`src/sv/heightfield_normal_map_top_assert.svh`:
```
// Assertion macros shared by the RTL files.
`ifndef HEIGHTFIELD_NORMAL_MAP_TOP_ASSERT_SVH
`define HEIGHTFIELD_NORMAL_MAP_TOP_ASSERT_SVH

// Implication checked on every rising clock edge outside reset.
`define HNM_ASSERT_IMPL(label, clk, rst_n, ante, cons, msg) \
  label: assert property (@(posedge clk) disable iff (!rst_n) (ante) |-> (cons)) \
    else $error(msg);

// Implication whose consequent is checked in the cycle after the antecedent.
`define HNM_ASSERT_NEXT(label, clk, rst_n, ante, cons, msg) \
  label: assert property (@(posedge clk) disable iff (!rst_n) (ante) |=> (cons)) \
    else $error(msg);

`endif

```
`src/sv/hnm_pkg.sv`:
```
`timescale 1ns / 1ps
`default_nettype none
package hnm_pkg;

  typedef struct packed {
    logic       op;
    logic [7:0] x_pos;
    logic [7:0] y_pos;
    logic [7:0] height_in;
  } hnm_in_t;

  typedef struct packed {
    logic [7:0] normal_red;
    logic [7:0] normal_green;
    logic [7:0] normal_blue;
    logic [7:0] alpha_out;
    logic       coord_error;
  } hnm_out_t;

  localparam logic OP_STORE   = 1'b0;
  localparam logic OP_COMPUTE = 1'b1;

  localparam int unsigned RegWidth  = 0;
  localparam int unsigned RegHeight = 1;
  localparam int unsigned RegScale  = 2;

  // S < 2^35, L < 2^18; quotient fits 8 bits
  localparam int unsigned SqW  = 36;
  localparam int unsigned LenW = 18;

  // divider command / status between top and divider
  typedef struct packed {
    logic            start;
    logic [LenW+8:0] num;   // 255*(L+d), < 2^27
    logic [LenW:0]   den;   // 2L
  } hnm_div_req_t;

  typedef struct packed {
    logic       busy;
    logic       done;
    logic [7:0] quot;
  } hnm_div_rsp_t;

endpackage
`default_nettype wire

```
`src/sv/hnm_div.sv`:
```
`timescale 1ns / 1ps
`default_nettype none
`include "heightfield_normal_map_top_assert.svh"
// Restoring divider, one quotient bit per cycle; quotient known < 256.
module hnm_div import hnm_pkg::*; (
  input  wire logic         clk_i,
  input  wire logic         rst_ni,
  input  wire hnm_div_req_t req_i,
  output hnm_div_rsp_t      rsp_o
);
  localparam int unsigned NumW = LenW + 9;

  logic [NumW-1:0] rem_q, rem_d;
  logic [LenW:0]   den_q, den_d;
  logic [7:0]      quot_q, quot_d;
  logic [3:0]      cnt_q, cnt_d;
  logic            busy_q, busy_d, done_q, done_d;
  logic [NumW-1:0] trial;

  always_comb begin
    rem_d  = rem_q;
    den_d  = den_q;
    quot_d = quot_q;
    cnt_d  = cnt_q;
    busy_d = busy_q;
    done_d = 1'b0;
    trial  = NumW'(den_q) << cnt_q[2:0];
    if (req_i.start) begin
      rem_d  = req_i.num;
      den_d  = req_i.den;
      cnt_d  = 4'd7;
      busy_d = 1'b1;
      quot_d = '0;
    end else if (busy_q) begin
      if (rem_q >= trial) begin
        rem_d = rem_q - trial;
        quot_d[cnt_q[2:0]] = 1'b1;
      end
      if (cnt_q == 4'd0) begin
        busy_d = 1'b0;
        done_d = 1'b1;
      end else begin
        cnt_d = cnt_q - 4'd1;
      end
    end
  end

  always_ff @(posedge clk_i or negedge rst_ni) begin
    if (!rst_ni) begin
      busy_q <= 1'b0;
      done_q <= 1'b0;
      cnt_q  <= '0;
    end else begin
      busy_q <= busy_d;
      done_q <= done_d;
      cnt_q  <= cnt_d;
    end
  end

  always_ff @(posedge clk_i) begin
    rem_q  <= rem_d;
    den_q  <= den_d;
    quot_q <= quot_d;
  end

  assign rsp_o.busy = busy_q;
  assign rsp_o.done = done_q;
  assign rsp_o.quot = quot_q;

  `HNM_ASSERT_NEXT(a_div_done, clk_i, rst_ni, busy_q && cnt_q == 4'd0 && !req_i.start,
    done_q && !busy_q, "divider did not finish")
  `HNM_ASSERT_IMPL(a_div_excl, clk_i, rst_ni, done_q, !busy_q, "done while busy")
  `HNM_ASSERT_IMPL(a_div_start, clk_i, rst_ni, req_i.start, !busy_q, "start while busy")
endmodule
`default_nettype wire

```
`config.mk`:
```
export PLATFORM = sky130hd
export DESIGN_NAME = hnm_div
export DESIGN_NICKNAME = d
export VERILOG_FILES = /design/src/sv/hnm_pkg.sv /design/src/sv/hnm_div.sv
export VERILOG_INCLUDE_DIRS = /design/src /design/src/sv
export SDC_FILE = /design/constraint.sdc
export NUM_CORES = 1
export LEC_CHECK = 0
export BUFFER_PORTS_ARGS = -buffer_cell sky130_fd_sc_hd__buf_2
export CAP_MARGIN = 40
export CORE_MARGIN = 2
export CORE_UTILIZATION = 25
export CTS_CLUSTER_DIAMETER = 80
export DETAILED_ROUTE_END_ITERATION = 8
export RECOVER_POWER = 25
export SYNTH_ARGS = -nofsm -noshare
export SYNTH_HDL_FRONTEND = slang
export SYNTH_SLANG_ARGS = --single-unit
```
`constraint.sdc`:
```
create_clock -name clk_i -period 4.98 [get_ports clk_i]
set_input_delay 0.747 -clock clk_i [delete_from_list [all_inputs] [get_ports clk_i]]
set_output_delay 0.747 -clock clk_i [all_outputs]
set_load 0.02 [all_outputs]
```
==> results of run 1 <==
==> cell families after synthesis <==
kind of cell / count (synthesis)
buf+inv: 50
mux: 36
compound gates: 128
simple gates: 135
fa+ha+maj: 28
xor+xnor: 18
flops: 60
==> sequential cells by signal, summed over array words and instances (netlist names) <==
name / count
rem_q: 27
den_q: 19
quot_q: 8
cnt_q: 4
busy_q: 1
done_q: 1
==> worst reg2reg max path, delay by kind of cell (launching register included) <==
kind	cells	cell delay [ns]
compound gates	6	1.29
flops	1	0.90
buf+inv	2	0.68
simple gates	4	0.60
fa+ha+maj	1	0.28
mux	1	0.24
==> per-layer routing <==
layer  part of all wire, %  track usage, %  up-vias
met5                     0               0        -
met4                   2.2           4.511        0
met3                   3.6           3.048       15
met2                    45           18.50       77
met1                    49           17.63     1718
li1                      -               -     1818
==> layout make-up <==
| type | instances | area [um2] |
|---|---|---|
| Timing Repair Buffer | 65 | 366.6 |
| Multi-Input combinational cell | 345 | 2618 |
| Inverter | 20 | 75.07 |
| Clock inverter | 4 | 25.02 |
| Fill cell | 1849 | 12530 |
| Tap cell | 229 | 286.5 |
| Sequential cell | 60 | 1692 |
| Clock buffer | 12 | 246.5 |
==> worst paths after layout <==
check	startpoint	to	slack, ns	cells after the start
min in group clk_i	quot_q[5]	quot_q[5]	0.46	2
worst min-delay path	rst_ni	cnt_q[0]	0.29	1
worst min register to register	quot_q[5]	quot_q[5]	0.46	2
worst max-delay path	cnt_q[1]	rem_q[1]	0.61	14
worst max register to register	cnt_q[1]	rem_q[1]	0.61	14
max in group asynchronous	rst_ni	cnt_q[3]	4.44	1
==> cells in the final DEF (no fill, tap or decap), drive strengths merged, types with 5 or more instances in the layout <==
cell    count
a211oi      7
a21o       14
a21oi      33
a31oi       7
and3        8
buf        62
clkbuf     15
dfrtp       6
dfxtp       8
edfxtp     46
ha         27
inv        20
mux2        5
mux2i      19
mux4       12
nand2      39
nand2b     13
nand3      19
nand4       5
nor2       23
nor2b      11
o21ai      29
xnor2      10
xor2        8
==> through the flow <==
step	instance area [um2]	total power, mW	setup slack, ns	std cells
after floorplan	4509	2.070	0.9088	455
after global placement	5001	2.446	0.5937	717
after detailed placement	5044	2.453	0.6124	719
after CTS	5315	3.040	0.6087	735
after global routing	5309	3.294	0.2857	735
final	5309	3.028	0.6080	735
==> power groups by stage <==
stage / Combinational [mW] / Clock [mW] / Sequential [mW]
after global placement: 1.60 / 0 / 0.845
final: 1.63 / 0.568 / 0.831
after floorplan: 1.27 / 0 / 0.800
after global routing: 1.84 / 0.610 / 0.848
after detailed placement: 1.61 / 0 / 0.838
after CTS: 1.62 / 0.585 / 0.831
==> flow_metrics.py, run 1 <==
metrics = {
    "cells_and_area": {
        "final_layout_size_suffix_gt1_share_pct": 20.75,
        "final_core_util_pct": 29.76,
        "diodes": 0,
        "synthToLayoutAreaGrowth_pct": 17.73,
        "nNetsFinal": 578,
    },
    "run_status": {
        "status": "finished, violations left",
        "violations": "max-capacitance violations, max-slew violations",
    },
    "sta": {
        "whs_ns": 0.2895,
        "fin_crit_sh_pct": 87.79,
        "finalHoldViolations": 0,
        "drv_slew": 76,
        "tns_ns": 0,
        "rsz0062_at_grt": "no",
        "setup_viol": 0,
        "max_freq_mhz": 228.7,
        "worst_pin_slew_ns": 3.081,
        "fin_skew_ns": 0.01049,
        "min_period_ns": 4.372,
        "slew_headroom_pct": -105.4,
    },
    "cts": {
        "clkSinkCount": 60,
        "clkLatencyLatePin_ns": 0.33,
        "root_buffer": "clkbuf_16",
        "cts_hold_buf": 0,
        "cts_setup_buffers": 0,
        "cts.clk_slew.worst_paths_ns": 0.05,
        "htreeDepth": 3,
        "cts.path.max_buffers": 2,
        "cts_buffers": 9,
        "tritoncts": "yes",
        "post_cts_resized": 0,
    },
    "critical_path": {
        "critical_path_class": "reg2reg",
        "end_kind": "flip-flop",
        "cp-start-kind": "flip-flop",
        "crit_slowest_cell": "dfrtp_1",
        "crit_chain": "buf_4, mux2i_1, a21oi_1, nor2b_1, a31oi_1, ha_1, nand2_1, o21a_1, a21o_1, and3_1, o21ai_2, a22oi_1, nand2b_1, buf_4",
        "critPathTopFamily": "compound AO/OA/AOI/OAI gates",
        "worst-path-buf-inv": 2,
        "cp.required_ns": 4.97,
        "worstPathArrival_ns": 4.36,
        "path_max_fanout": 27,
        "slowest_delay_ns": 0.90,
        "critPathMostFrequentCell": "buf_4",
    },
    "synthesis": {
        "netlist_instances": 455,
        "syn-num-nets": 532,
        "synth_area_per_cell_um2": 9.911,
        "yosysWarnings": 0,
        "synthTopCellsByCount": "edfxtp_1, nand2_1, a21oi_1",
        "synthMuxAreaShare_pct": 11.46,
        "synth_top_area_share_pct": 30.63,
        "netlist_area_um2": 4509,
        "ys_top_cells_by_area": "edfxtp_1, ha_1, mux4_2, mux2i_1, a21oi_1",
        "synth_ff_type": "edfxtp_1",
        "synth-compound-area-share_pct": 20.03,
        "yosys.area_share.simple_pct": 15.12,
        "async_flop_share_pct": 10.00,
        "synth_xor_area_share_pct": 3.496,
        "ys_seq_area_share_pct": 37.51,
        "synth_largest_area_cell": "edfxtp_1",
        "ys_types": 60,
        "synth_most_common_cell": "edfxtp_1",
        "synth_top_family_by_area": "compound AO/OA/AOI/OAI gates",
        "synth_edf_count": 46,
        "synth-adder-area-share_pct": 7.936,
        "ys_seq_elements": 60,
    },
    "grt": {
        "grt_max_degree": 76,
        "grt_pass1_wl_um": 18850,
        "grt_pass1_vias": 3473,
        "grtUsageTotal_pct": 12.46,
        "antenna_found_initial": 0,
        "grt_overflow": 0,
    },
    "routing": {
        "drtIter0Drc": 197,
        "vias": 3628,
        "drt-wirelength-per-cell_um": 15.87,
        "firstDrtPassIters": 5,
        "drc": 0,
        "viasPerCell": 4.936,
        "ant_nets": 0,
        "finalWirelength_um": 11670,
    },
    "power_and_ir_drop": {
        "p_per_area_nw_per_um2": 570.3,
        "intPower_mw": 1.766,
        "p_leak_nw": 2.227,
        "pwr-share-seq_pct": 27.4,
        "switchingPower_mw": 1.261,
        "p_comb_share_pct": 53.8,
        "netSwitchingFraction_pct": 41.66,
        "pwr-share-clk_pct": 18.8,
        "vdd_drop_max_mv": 0.1726,
    },
    "die": {
        "core-area_um2": 17840,
        "rows": 49,
        "die-width_um": 138.3,
        "dieArea_um2": 19130,
        "chipHeight_um": 138.3,
        "initial_utilization_pct": 25.28,
        "io_pins": 59,
    },
    "placement": {
        "globalplace.congestion": 0.8343,
        "hpwl_um": 9099,
        "io_buffers": 58,
    },
    "hold_path": {
        "worstHoldPathType": "in2async",
    },
    "run": {
        "maxCapViolations": 1,
    },
}
Power figures use the tool's default switching activity.
==> run 2: changes to the inputs <==
--- a/config.mk
+++ b/config.mk
@@ -6,6 +6,7 @@
 export SDC_FILE = /design/constraint.sdc
 export NUM_CORES = 1
 export LEC_CHECK = 0
+export ABC_AREA = 1
 export BUFFER_PORTS_ARGS = -buffer_cell sky130_fd_sc_hd__buf_2
 export CAP_MARGIN = 40
 export CORE_MARGIN = 2
==> run 2 against run 1 <==
  * The run still ends with max-capacitance violations, max-slew violations left
  * Via count rose by 24%
  * Clock power rose by 14%
  * Total power rose by 9.6%
  * Sequential power fell by 1%
  * Largest cell class unchanged
  * Largest power group unchanged
==> flow_metrics.py, run 2 <==
metrics = {
    "run_status": {
        "status": "finished, violations left",
        "violations": "max-capacitance violations, max-slew violations",
    },
    "placement": {
        "dp_cells": 961,
        "dpl_worst_slack_ns": 1.040,
        "globalplace.congestion": 0.9512,
        "io_buffers": 58,
        "hpwl_um": 10510,
        "place_area_um2": 5313,
    },
    "cts": {
        "tritoncts": "yes",
        "htreeDepth": 3,
        "post_cts_resized": 0,
        "cts_buffers": 9,
        "cts.clk_slew.worst_paths_ns": 0.05,
        "clkLatencyLatePin_ns": 0.34,
        "root_buffer": "clkbuf_16",
        "cts_setup_buffers": 0,
        "clkSinkCount": 60,
        "cts_hold_buf": 0,
        "cts.path.max_buffers": 2,
    },
    "die": {
        "io_pins": 59,
        "rows": 50,
        "initial_utilization_pct": 25.59,
        "chipHeight_um": 142.6,
        "die-width_um": 142.6,
        "core-area_um2": 18770,
        "dieArea_um2": 20340,
    },
    "cells_and_area": {
        "regArea_um2": 1692,
        "largest_reg_flops": 27,
        "fin_area_um2": 5619,
        "multi_input_area_um2": 2723,
        "synthToLayoutAreaGrowth_pct": 16.98,
        "nNetsFinal": 815,
        "regMostFlops": "rem_q",
        "diodes": 0,
        "mostFrequentLayoutCells": "nand2_1, inv_1, buf_2",
        "final_layout_size_suffix_gt1_share_pct": 14.94,
        "layout_commonest_cell": "nand2_1",
        "reg_top3": "rem_q: 27 flops, den_q: 19 flops, quot_q: 8 flops",
        "final_core_util_pct": 29.94,
        "finalNonFillerCells": 977,
        "nFillCells": 2071,
    },
    "critical_path": {
        "r2r_start": "cnt_q[0]",
        "critPathMostFrequentCell": "nand2_1",
        "crit_slowest_cell": "dfrtp_1",
        "cp-start-kind": "flip-flop",
        "end_kind": "flip-flop",
        "critical_path_class": "reg2reg",
        "cp.required_ns": 5.04,
        "crit_chain": "inv_2, nand2_1, nand2_1, nand2_1, o21ai_0, o21ai_0, ha_1, nand2_1, inv_1, a21oi_1, nand3_2, nand2_1, nand3_4, nand2_1, nand2_1, buf_4",
        "reg2reg_setup_slack_ns": 0.97,
        "slowest_delay_ns": 0.89,
        "r2r_end": "rem_q[0]",
        "worstPathArrival_ns": 4.07,
        "ff2ff_path_depth": 16,
        "path_max_fanout": 27,
    },
    "hold_path": {
        "worstHoldPathType": "in2async",
    },
    "grt": {
        "grtUsageTotal_pct": 13.85,
        "grt_overflow": 0,
        "antenna_found_initial": 0,
        "grt_max_degree": 68,
        "grt_pass1_vias": 4503,
        "grt_pass1_wl_um": 22060,
    },
    "synthesis": {
        "syn-num-nets": 766,
        "synth_most_common_cell": "nand2_1",
        "ys_seq_elements": 60,
        "ys_seq_area_share_pct": 35.22,
        "synthTopCellsByCount": "nand2_1, inv_1, nor2_1",
        "netlist_instances": 689,
        "ys_top_cells_by_area": "edfxtp_1, nand2_1, ha_1, inv_1, o21ai_0",
        "yosysWarnings": 0,
        "ys_types": 38,
        "synth_area_per_cell_um2": 6.971,
        "netlist_area_um2": 4803,
        "synth_edf_count": 46,
        "synth_top_area_share_pct": 28.76,
        "synth_largest_area_cell": "edfxtp_1",
        "synth_ff_type": "edfxtp_1",
        "async_flop_share_pct": 10.00,
    },
    "sta": {
        "fin_crit_sh_pct": 80.49,
        "drv_slew": 68,
        "rsz0062_at_grt": "no",
        "worst_pin_slew_ns": 3.214,
        "tns_ns": 0,
        "slew_headroom_pct": -114.2,
        "whs_ns": 0.2785,
        "setup_viol": 0,
        "postLayoutSetupSlackWorst_ns": 0.9716,
        "min_period_ns": 4.008,
        "max_freq_mhz": 249.5,
        "finalHoldViolations": 0,
        "fin_skew_ns": 0.006657,
    },
    "routing": {
        "drt-wirelength-per-cell_um": 13.48,
        "viasPerCell": 4.622,
        "finalWirelength_um": 13170,
        "drtIter0Drc": 291,
        "vias": 4516,
        "ant_nets": 0,
        "drc": 0,
        "firstDrtPassIters": 5,
    },
    "run": {
        "maxCapViolations": 1,
    },
    "power_and_ir_drop": {
        "p_per_area_nw_per_um2": 590.5,
        "p_leak_nw": 2.618,
        "total_power_mw": 3.318,
        "vdd_drop_max_mv": 0.2422,
    },
}
run 2: area by class of cell:
cell class              count  share of cell area (%)
multi-input cells         530                   48.45
repair buffers             61                   5.589
well taps                 234                   5.210
flip-flops and latches     60                   30.10
inverters                  76                   5.077
clock buffers              16                   5.567
run 2: kinds of logic (layout without fill, tap and decap cells):
kind of cell    count (synthesis)  in the layout  share of synthesized area, %
fa+ha+maj                      28             28                         7.450
mux                             4              4                        0.8336
simple gates                  381            381                         34.46
flops                          60             60                         35.22
buf+inv                        99            153                         8.101
xor+xnor                        9              9                         1.641
compound gates                108            108                         12.29
run 2: how the worst max path moves through the flow:
stage	cells after the start	end	from	slack (ns)
global route	18	rem_q[9]	cnt_q[0]	0.58
detailed placement	18	rem_q[9]	cnt_q[0]	1.04
finish	16	rem_q[0]	cnt_q[0]	0.97
floorplan	18	rem_q[0]	cnt_q[0]	1.70
CTS	16	rem_q[4]	cnt_q[0]	1.03
global placement	16	rem_q[7]	cnt_q[0]	1.02
run 2: worst max-delay path, delay by kind of cell, from the launching register on:
| kind | cells | cell delay [ns] |
|---|---|---|
| compound gates | 3 | 0.77 |
| flops | 1 | 0.89 |
| fa+ha+maj | 1 | 0.37 |
| simple gates | 9 | 1.00 |
| buf+inv | 3 | 0.66 |
run 2: power by group:
part / leakage [nW] / switching, mW / internal, mW / total, mW
Sequential: 0.603 / 0.0849 / 0.735 / 0.820
Combinational: 1.86 / 1.22 / 0.638 / 1.85
Clock: 0.154 / 0.223 / 0.422 / 0.645
run 2: layer usage:
| metal | GRT usage, % | vias to the layer above | routed length, um |
|---|---|---|---|
| li1 | - | 2355 | - |
| met1 | 18.56 | 2022 | 6381 |
| met2 | 22.04 | 124 | 5818 |
| met3 | 3.253 | 15 | 746 |
| met4 | 4.482 | 0 | 224 |
| met5 | 0 | - | 0 |
